==> src/rtl/lfu_pkg.sv <==
`timescale 1ns / 1ps
// ----------------------------------------------------------------------------
// LFU way replacement package
// Sizes, event codes and the structs that run between the core and its cells.
// ----------------------------------------------------------------------------
package lfu_pkg;

   localparam int SET_WAYS   = 8;
   localparam int COUNT_BITS = 16;
   localparam int SEQ_BITS   = 32;

   localparam int OP_BITS    = 2;
   localparam int WAY_BITS   = 3;
   localparam int TCNT_BITS  = 4;

   localparam int IDX_BITS   = (SET_WAYS > 1) ? $clog2(SET_WAYS) : 1;
   localparam int CNT_BITS   = $clog2(SET_WAYS + 1);

   typedef enum logic [OP_BITS-1:0] {
      OP_INSERT = 2'd0,
      OP_ACCESS = 2'd1,
      OP_REMOVE = 2'd2,
      OP_CLEAR  = 2'd3
   } op_type;

   // event broadcast to every cell on a request transfer
   typedef struct packed {
      logic                valid;
      op_type              op;
      logic [WAY_BITS-1:0] way;
      logic                in_set;
      logic [SEQ_BITS-1:0] seq;
   } upd_type;

   // running best candidate handed down the chain
   typedef struct packed {
      logic                  found;
      logic [IDX_BITS-1:0]   idx;
      logic [COUNT_BITS-1:0] count;
      logic [SEQ_BITS-1:0]   order;
      logic [CNT_BITS-1:0]   ntracked;
   } cand_type;

   localparam cand_type CAND_EMPTY = '0;

endpackage

==> src/rtl/lfu_way_replacement_core.sv <==
`timescale 1ns / 1ps
// ----------------------------------------------------------------------------
// LFU way replacement core
// Least-frequently-used victim selection for one cache set, ties to the
// oldest insertion, then to the lowest way.
//
//   channel | ports                                   | dir
//   req     | req_valid req_ready req_op req_way      | in
//   rsp     | rsp_valid rsp_ready rsp_victim_way      | out
//           | rsp_none_tracked rsp_tracked_count      |
//
// A request transfer updates all way cells; the best candidate then walks
// the chain of SET_WAYS cells, one cell per cycle, and the result is loaded
// into the response register; no new request is taken during the search.
// The next request is taken while a response still waits.
// A stalled response holds the core after the search until it is taken.
// Reset clears every way and the sequence counter.
// ----------------------------------------------------------------------------
module lfu_way_replacement_core
   import lfu_pkg::*;
(
   input  logic                 clock,
   input  logic                 reset,
   input  logic                 req_valid,
   output logic                 req_ready,
   input  logic [OP_BITS-1:0]   req_op,
   input  logic [WAY_BITS-1:0]  req_way,
   output logic                 rsp_valid,
   input  logic                 rsp_ready,
   output logic [WAY_BITS-1:0]  rsp_victim_way,
   output logic                 rsp_none_tracked,
   output logic [TCNT_BITS-1:0] rsp_tracked_count
);

   typedef enum logic [1:0] {
      ST_IDLE,
      ST_SEARCH,
      ST_DONE
   } state_type;

   state_type             state_ff;
   logic [IDX_BITS-1:0]   step_ff;
   logic [SEQ_BITS-1:0]   seq_ff, seq_in;
   logic                  rsp_valid_ff;
   logic [WAY_BITS-1:0]   victim_ff;
   logic                  none_ff;
   logic [TCNT_BITS-1:0]  tcnt_ff;

   logic                  req_xfer;
   logic                  in_set;
   logic                  way_tracked;
   op_type                op;
   upd_type               upd;
   logic [SET_WAYS-1:0]   tracked;
   cand_type              cand [SET_WAYS+1];
   cand_type              best;

   assign req_ready = (state_ff == ST_IDLE);
   assign req_xfer  = req_valid && req_ready;
   assign op        = op_type'(req_op);
   assign in_set    = (32'(req_way) < SET_WAYS);

   always_comb begin
      way_tracked = 1'b0;
      for (int i = 0; i < SET_WAYS; i++) begin
         if (32'(i) == 32'(req_way)) way_tracked = tracked[i];
      end
   end

   always_comb begin
      seq_in = seq_ff;
      if (req_xfer) begin
         if (op == OP_CLEAR) begin
            seq_in = '0;
         end else if (in_set && ((op == OP_INSERT) || ((op == OP_ACCESS) && !way_tracked))) begin
            if (seq_ff != '1) seq_in = seq_ff + SEQ_BITS'(1);
         end
      end
   end

   assign upd.valid  = req_xfer;
   assign upd.op     = op;
   assign upd.way    = req_way;
   assign upd.in_set = in_set;
   assign upd.seq    = seq_ff;

   assign cand[0] = CAND_EMPTY;

   for (genvar g = 0; g < SET_WAYS; g++) begin : g_cell
      lfu_cell u_cell (
         .clock       (clock),
         .reset       (reset),
         .cell_idx    (IDX_BITS'(g)),
         .upd         (upd),
         .cand_in     (cand[g]),
         .cand_out    (cand[g+1]),
         .tracked_out (tracked[g])
      );
   end

   assign best = cand[SET_WAYS];

   always_ff @(posedge clock) begin
      if (reset) begin
         state_ff     <= ST_IDLE;
         step_ff      <= '0;
         seq_ff       <= '0;
         rsp_valid_ff <= 1'b0;
      end else begin
         seq_ff <= seq_in;
         if (rsp_valid_ff && rsp_ready && (state_ff != ST_DONE)) rsp_valid_ff <= 1'b0;
         unique case (state_ff)
            ST_IDLE: begin
               if (req_xfer) begin
                  state_ff <= ST_SEARCH;
                  step_ff  <= '0;
               end
            end
            ST_SEARCH: begin
               if (32'(step_ff) == SET_WAYS - 1) begin
                  state_ff <= ST_DONE;
               end else begin
                  step_ff <= step_ff + IDX_BITS'(1);
               end
            end
            ST_DONE: begin
               if (!rsp_valid_ff || rsp_ready) begin
                  rsp_valid_ff <= 1'b1;
                  victim_ff    <= best.found ? WAY_BITS'(best.idx) : '0;
                  none_ff      <= !best.found;
                  tcnt_ff      <= TCNT_BITS'(best.ntracked);
                  state_ff     <= ST_IDLE;
               end
            end
            default: state_ff <= ST_IDLE;
         endcase
      end
   end

   assign rsp_valid         = rsp_valid_ff;
   assign rsp_victim_way    = victim_ff;
   assign rsp_none_tracked  = none_ff;
   assign rsp_tracked_count = tcnt_ff;

   a_xfer_starts_search: assert property (@(posedge clock) disable iff (reset)
      req_xfer |=> (state_ff == ST_SEARCH))
      else $error("request transfer did not start a search");

   a_rsp_from_done: assert property (@(posedge clock) disable iff (reset)
      $rose(rsp_valid_ff) |-> $past(state_ff == ST_DONE))
      else $error("response raised outside of search completion");

   a_none_consistent: assert property (@(posedge clock) disable iff (reset)
      (rsp_valid_ff && rsp_none_tracked) |->
         ((rsp_victim_way == '0) && (rsp_tracked_count == '0)))
      else $error("empty set response carries a victim or count");

   a_count_bound: assert property (@(posedge clock) disable iff (reset)
      rsp_valid_ff |-> (32'(rsp_tracked_count) <= SET_WAYS))
      else $error("tracked count exceeds way count");

endmodule

==> src/rtl/lfu_cell.sv <==
`timescale 1ns / 1ps
// ----------------------------------------------------------------------------
// LFU way cell
// Holds one way's tracked bit, use count and insertion order, and passes the
// better of its own entry and the incoming candidate to the next cell.
// ----------------------------------------------------------------------------
module lfu_cell
   import lfu_pkg::*;
(
   input  logic                clock,
   input  logic                reset,
   input  logic [IDX_BITS-1:0] cell_idx,
   input  upd_type             upd,
   input  cand_type            cand_in,
   output cand_type            cand_out,
   output logic                tracked_out
);

   logic                  tracked_ff, tracked_in;
   logic [COUNT_BITS-1:0] count_ff, count_in;
   logic [SEQ_BITS-1:0]   order_ff, order_in;
   cand_type              fwd_ff, fwd_in;
   logic                  hit;
   logic                  better;

   assign hit = upd.in_set && (32'(cell_idx) == 32'(upd.way));

   always_comb begin
      tracked_in = tracked_ff;
      count_in   = count_ff;
      order_in   = order_ff;
      if (upd.valid) begin
         if (upd.op == OP_CLEAR) begin
            tracked_in = 1'b0;
            count_in   = '0;
            order_in   = '0;
         end else if (hit) begin
            unique case (upd.op)
               OP_INSERT: begin
                  tracked_in = 1'b1;
                  count_in   = COUNT_BITS'(1);
                  order_in   = upd.seq;
               end
               OP_ACCESS: begin
                  if (tracked_ff) begin
                     if (count_ff != '1) count_in = count_ff + COUNT_BITS'(1);
                  end else begin
                     tracked_in = 1'b1;
                     count_in   = COUNT_BITS'(1);
                     order_in   = upd.seq;
                  end
               end
               OP_REMOVE: begin
                  tracked_in = 1'b0;
                  count_in   = '0;
                  order_in   = '0;
               end
               default: ;
            endcase
         end
      end
   end

   // strict compare keeps the lower way on a full tie
   assign better = tracked_ff &&
                   (!cand_in.found || (count_ff < cand_in.count) ||
                    ((count_ff == cand_in.count) && (order_ff < cand_in.order)));

   always_comb begin
      fwd_in = cand_in;
      if (better) begin
         fwd_in.found = 1'b1;
         fwd_in.idx   = cell_idx;
         fwd_in.count = count_ff;
         fwd_in.order = order_ff;
      end
      fwd_in.ntracked = cand_in.ntracked + CNT_BITS'(tracked_ff);
   end

   always_ff @(posedge clock) begin
      if (reset) begin
         tracked_ff <= 1'b0;
         count_ff   <= '0;
         order_ff   <= '0;
      end else begin
         tracked_ff <= tracked_in;
         count_ff   <= count_in;
         order_ff   <= order_in;
      end
   end

   always_ff @(posedge clock) begin
      fwd_ff <= fwd_in;
   end

   assign cand_out    = fwd_ff;
   assign tracked_out = tracked_ff;

endmodule
==> config.mk <==
export PLATFORM = sky130hd
export DESIGN_NAME = lfu_way_replacement_core
export DESIGN_NICKNAME = d
export VERILOG_FILES = /design/src/rtl/lfu_pkg.sv /design/src/rtl/lfu_way_replacement_core.sv /design/src/rtl/lfu_cell.sv
export SDC_FILE = /design/constraint.sdc
export NUM_CORES = 2
export LEC_CHECK = 0
export ABC_AREA = 0
export BUFFER_PORTS_ARGS = -buffer_cell sky130_fd_sc_hd__buf_2
export CAP_MARGIN = 15
export CORE_MARGIN = 8
export CORE_UTILIZATION = 35
export CTS_BUF_LIST = sky130_fd_sc_hd__clkbuf_16
export DETAILED_ROUTE_END_ITERATION = 16
export PLACE_DENSITY = 0.61
export SYNTH_ARGS = -nofsm -noshare
export SYNTH_HDL_FRONTEND = slang
export SYNTH_SLANG_ARGS = --single-unit
export TNS_END_PERCENT = 100
==> constraint.sdc <==
create_clock -name clock -period 3.6 [get_ports clock]
set_input_delay 0.18 -clock clock [delete_from_list [all_inputs] [get_ports clock]]
set_output_delay 0.18 -clock clock [all_outputs]
set_load 0.005 [all_outputs]
; ---- Word-level counts from Yosys, hierarchy flattened
; Cells that the tools add are included.
[word_totals]
reg_bits = 835
input_bits = 9
output_inout_bits = 10
elab_cells = 357
[classes]
add_sub_neg = 17
magnitude_cmp = 14
n_eq_ne = 50
mux = 117
bitwise = 1
n_reduce_logical = 89
[op_table]
columns = operator, count
row1 = $mux 32, 27
row2 = $pmux 32 s3, 8
row3 = $mux 16, 32
row4 = $pmux 16 s3, 8
row5 = $mux 48, 6
row6 = $lt 32x32->1, 7
row7 = $add 16x1->16 const B, 8
row8 = $ne 16x16->1 const B, 8
row9 = $eq 16x16->1, 7
row10 = $lt 16x16->1, 7
row11 = $reduce_and 4->1, 16
row12 = $mux 52, 1
row13 = $reduce_and 3->1, 12
row14 = $add 32x1->32 const B, 1
row15 = $ne 32x32->1 const B, 1
row16 = $ne 4x4->1 const B, 8
row17 = $mux 1, 27
row18 = $add 4x1->4, 6
row19 = $ne 3x3->1 const B, 8
row20 = $reduce_bool 2->1, 11
row21 = $logic_and 1x1->1, 18
row22 = $logic_or 1x1->1, 16
row23 = $eq 3x3->1 const A, 4
row24 = $logic_not 1->1, 10
row25 = 20 further kinds, 31

; ---- Depth between registers and ports, before layout
[depth]
word_depth = 14
ltp_mapped = 12
mapped_depth_nobuf = 9

; ---- Hierarchy
; A second synthesis with hierarchy kept.
[unflattened]
cells_unflattened = 4724
area_unflattened_um2 = 45497.4
[modules_own_cells]
columns = module, n_inst, cells_per_inst, area_per_inst_um2, seq_area_each_um2
row1 = lfu_cell at g_cell[0].u_cell ..., 7, 560, 5392.7, 2102.0
row2 = lfu_cell at g_cell[3].u_cell, 1, 536, 5317.6, 2102.0
row3 = lfu_way_replacement_core, 1, 268, 2431.1, 1001.0

; ---- Least setup slack after synthesis
; Ideal clock, no wire load.
[synth_path]
path_kind = register to register
start = reg g_cell[1].u_cell.fwd_ff (netlist bit g_cell[1].u_cell.cand_out[41])
end = reg g_cell[2].u_cell.fwd_ff (netlist bit g_cell[2].u_cell.cand_out[42])
setup_ps = 121
t_arrival_ps = 2374
t_required_ps = 3479
path_slack_ps = 1105
stages_incl_launch_ff = 12
cell_sequence = dfxtp_1 -> inv_1 -> ha_1 -> a211o_1 -> o211ai_1 -> a21oi_1 -> a2111oi_0 -> o311ai_1 -> nand2_1 -> buf_2 -> buf_6 -> mux2_2
[synth_rtl]
columns = item, line
row1 = from (decl), lfu_cell.sv:22  ; cand_type fwd_ff, fwd_in;
row2 = from (signal assigned), lfu_cell.sv:93  ; fwd_ff <= fwd_in;
row3 = to (signal assigned), lfu_cell.sv:93
row4 = to (decl), lfu_cell.sv:22

==> key figures <==
Run status
  – Status: complete, no violations

Critical path
  – Critical-path cell list: inv_1, ha_1, and4b_1, nand4_1, nor4_1, o2111ai_1, a221o_1, nand2_2, buf_12, mux2_2
  – Worst Path Buf+Inv: 2
  – Crit path max-delay family: simple AND/OR/NAND/NOR gates
  – Worst Path Arrival: 3.84 ns
  – CP max FO: 35
  – Crit. Startpoint: g_cell[2].u_cell.count_ff[0]
  – Worst Setup Start Kind: register
  – Worst reg-to-reg setup slack: 0.28 ns
  – Crit Path Class: register to register
  – Reg2reg end: g_cell[2].u_cell.cand_out[4]
  – Setup crit end kind: register
  – Worst r2r src: g_cell[2].u_cell.count_ff[0]
  – CP max stage delay: 0.72 ns
  – Worst-case reg-to-reg path depth: 10
  – CP max stage cell: nor4_1
  – CP Data Required Time: 4.12 ns

Layout
  – Layout Utilization: 0.392
  – Share of cells above drive strength 1: 0.122
  – P&R area growth vs syn: 11.7%
  – Final #Nets: 4586

Global route
  – Initial antenna violation count: 5
  – First-pass GRT wire length: 144 mm
  – Total GRT Usage: 0.143
  – Vias in the first global route: 26768
  – Maximum number of pins on one net before global-route repair: 172
  – Grt ovf: 0

Logic synthesis
  – Register bit total from synthesis: 824
  – Most frequent cell after synthesis: dfxtp_1
  – Ys flop type: dfxtp_1
  – Synth cell count leaders: dfxtp_1 (816), nand2_1 (664), a21oi_1 (405), inv_1 (367), ha_1 (357)
  – Yosys top cell by area: dfxtp_1
  – Synth Warn #: 0
  – Ys async rst share: 0
  – Yosys cell types: 88
  – Mapped Cells: 4232
  – Post-Syn Area per Cell: 9.00 sq um
  – Syn_nets: 4598
  – Post-synth EDFFs: 8
  – Yosys top cell area share: 0.429
  – Synth area leaders: dfxtp_1 (43%), ha_1 (12%), mux2_2 (8.4%), nand2_1 (6.5%), a21oi_1 (5.3%)
  – Post-Syn Area: 38100 sq um
  – Register area share after synthesis: 0.435

STA
  – Max frequency: 0.301 GHz
  – Final setup fails: 0
  – Slew of the pin with the lowest slew margin: 1.08 ns
  – Slew Limit Fails: 0
  – Hold Vio Cnt, Final: 0
  – Min cycle time layout: 3.32 ns
  – Clk_skew: 0.0284 ns
  – Fin crit share: 0.923
  – Setup TNS: 0 ns
  – RSZ-0062 raised after global routing: false
  – Worst slew margin relative to its limit: 0.276

Clock network
  – Clock Tree Root: clkbuf_16
  – TritonCTS Buffers: 90
  – Post-cts sizing count: 0
  – Worst-skew pair later-pin latency: 0.64 ns
  – CTS max path bufs: 3
  – H-Tree Level Count: 3
  – TritonCTS clock tree: done
  – Reg clk slew, reported paths: 0.06 ns
  – Clock sink count: 824

Worst hold path
  – Type of the tightest min-delay check: input port to register
  – Hold path cells: 4
  – Hold endpoint: g_cell[1].u_cell.tracked_out
  – Hold_sp: req_way[2]

Drt
  – Routed len/inst: 15.6 um
  – Antenna viol nets, final: 0
  – Detailed router's first-iteration violation count: 1892
  – Routed vias/inst: 4.93
  – DRT Wirelength: 88.8 mm
  – DR vias: 28100
  – Post-route DRC: 0
  – Detailed Routing Iterations Pass 1: 5

Placed design
  – GPL Wtd Cong: 0.865
  – Port buffer count: 18
  – Post-DP HPWL: 64.1 mm

Floorplanning
  – Placeable Area: 108000 sq um
  – Die Y: 346 um
  – Row cnt: 121
  – Die Wd: 346 um
  – Die area: 120000 sq um
  – Top Ports: 19
  – Initial Util: 0.351

Pwr
  – PwrDens: 429 nW/um^2
  – Peak VDD IR: 369 uV
  – P_leak: 16.6 nW

Job
  – Max-Cap Viols: 0
[worst register-to-register path: stages (launching register included)]
cell,delay [ns]
dfxtp_1,0.44
inv_1,0.09
ha_1,0.27
and4b_1,0.20
nand4_1,0.12
nor4_1,0.72
o2111ai_1,0.22
a221o_1,0.39
nand2_2,0.13
buf_12,0.22
mux2_2,0.42
[worst max path at each step]
stage / to / slack, ns / cells after the start
after global routing: g_cell[2].u_cell.cand_out[11] / 0.08 / 10
final: g_cell[2].u_cell.cand_out[4] / 0.28 / 10
after floorplan: g_cell[2].u_cell.cand_out[42] / 1.11 / 11
after CTS: g_cell[2].u_cell.cand_out[4] / 0.28 / 10
after detailed placement: g_cell[2].u_cell.cand_out[4] / 0.29 / 10
after global placement: g_cell[2].u_cell.cand_out[15] / 0.27 / 10
[per-stage QoR]
stage / cells / setup WS (ns) / instance area (sq um) / hold slack [ns] / power, mW
floorplan: 4232 / 1.11 / 38100 / 0.386 / 9.78
finish: 5703 / 0.277 / 42500 / 0.133 / 18.3
global placement: 5537 / 0.274 / 39800 / 0.387 / 10.0
global route: 5703 / 0.0816 / 42500 / 0.135 / 18.9
detailed placement: 5537 / 0.288 / 39800 / 0.389 / 10.0
CTS: 5700 / 0.281 / 42500 / 0.0835 / 18.5
[routing by layer]
metal	part of all wire	routed length, um	vias up	global-route usage
met2	0.44	39300	489	0.230
met4	0.027	2360	0	0.0443
met3	0.036	3210	150	0.0174
met1	0.49	44000	13069	0.200
met5	0	0	-	0
li1	-	-	14392	-
[timing repair]
| item | CTS | global route |
|---|---|---|
| endpoints found under the hold margin | 32 | 0 |
| hold buffers | 4 | 0 |
| setup buffers | 0 | 0 |
[report_power, final]
part           switching, mW  total, mW  internal [mW]
registers             0.0383       9.23           9.19
clock network           3.69       8.45           4.76
logic                  0.415      0.581          0.166
total                   4.15       18.3           14.1
[cell usage in the layout (no fill, tap or decap), drive strengths merged, types with 7 or more instances in the layout]
cell type	count
a31oi	30
o21a	19
nor3b	10
mux2i	14
o211ai	17
o2111ai	13
mux2	285
a2111oi	8
and3	37
clkbuf	92
and2	69
nand3	91
or2	13
a21o	31
nor4	11
a211o	7
o31ai	7
a21oi	405
xnor2	32
ha	357
nor2b	52
or3	20
nand2b	19
inv	389
a21boi	7
a211oi	20
and4	17
dfxtp	816
clkinv	40
xor2	69
nand2	664
a22oi	10
edfxtp	8
buf	80
nor3	34
nor2	214
o21ai	119
nand4	86
[cells by family (layout without fill, tap and decap cells)]
logic type,count (synthesis),in the layout,synth area share
adders and majority gates,357,357,0.117
and+or+nand+nor,1354,1354,0.164
DFF,824,824,0.435
muxes,300,300,0.0886
AOI/OAI and AO/OA,741,741,0.114
other,0,2,0
xor gates and xnor gates,101,101,0.0232
buffers and inverters,555,610,0.0573
[final cells by class]
| class | count | area, sq um |
|---|---|---|
| antenna | 2 | 5.00 |
| clock buffer | 92 | 2300 |
| clock inverter | 67 | 389 |
| fill | 10792 | 65900 |
| inverter | 367 | 1380 |
| multi-input combinational | 2853 | 19400 |
| sequential | 824 | 16600 |
| tap | 1414 | 1770 |
| timing repair buffer | 84 | 693 |
[state kept, by name (all words and copies together) (netlist names)]
name	cells
g_cell.u_cell.cand_out	386
g_cell.u_cell.order_ff	256
g_cell.u_cell.count_ff	128
seq_ff	32
g_cell.u_cell.tracked_out	8
rsp_tracked_count	4
rsp_victim_way	3
step_ff	3
state_ff	2
rsp_none_tracked	1
rsp_valid	1
Note: power is estimated with default switching activity, not from simulation.
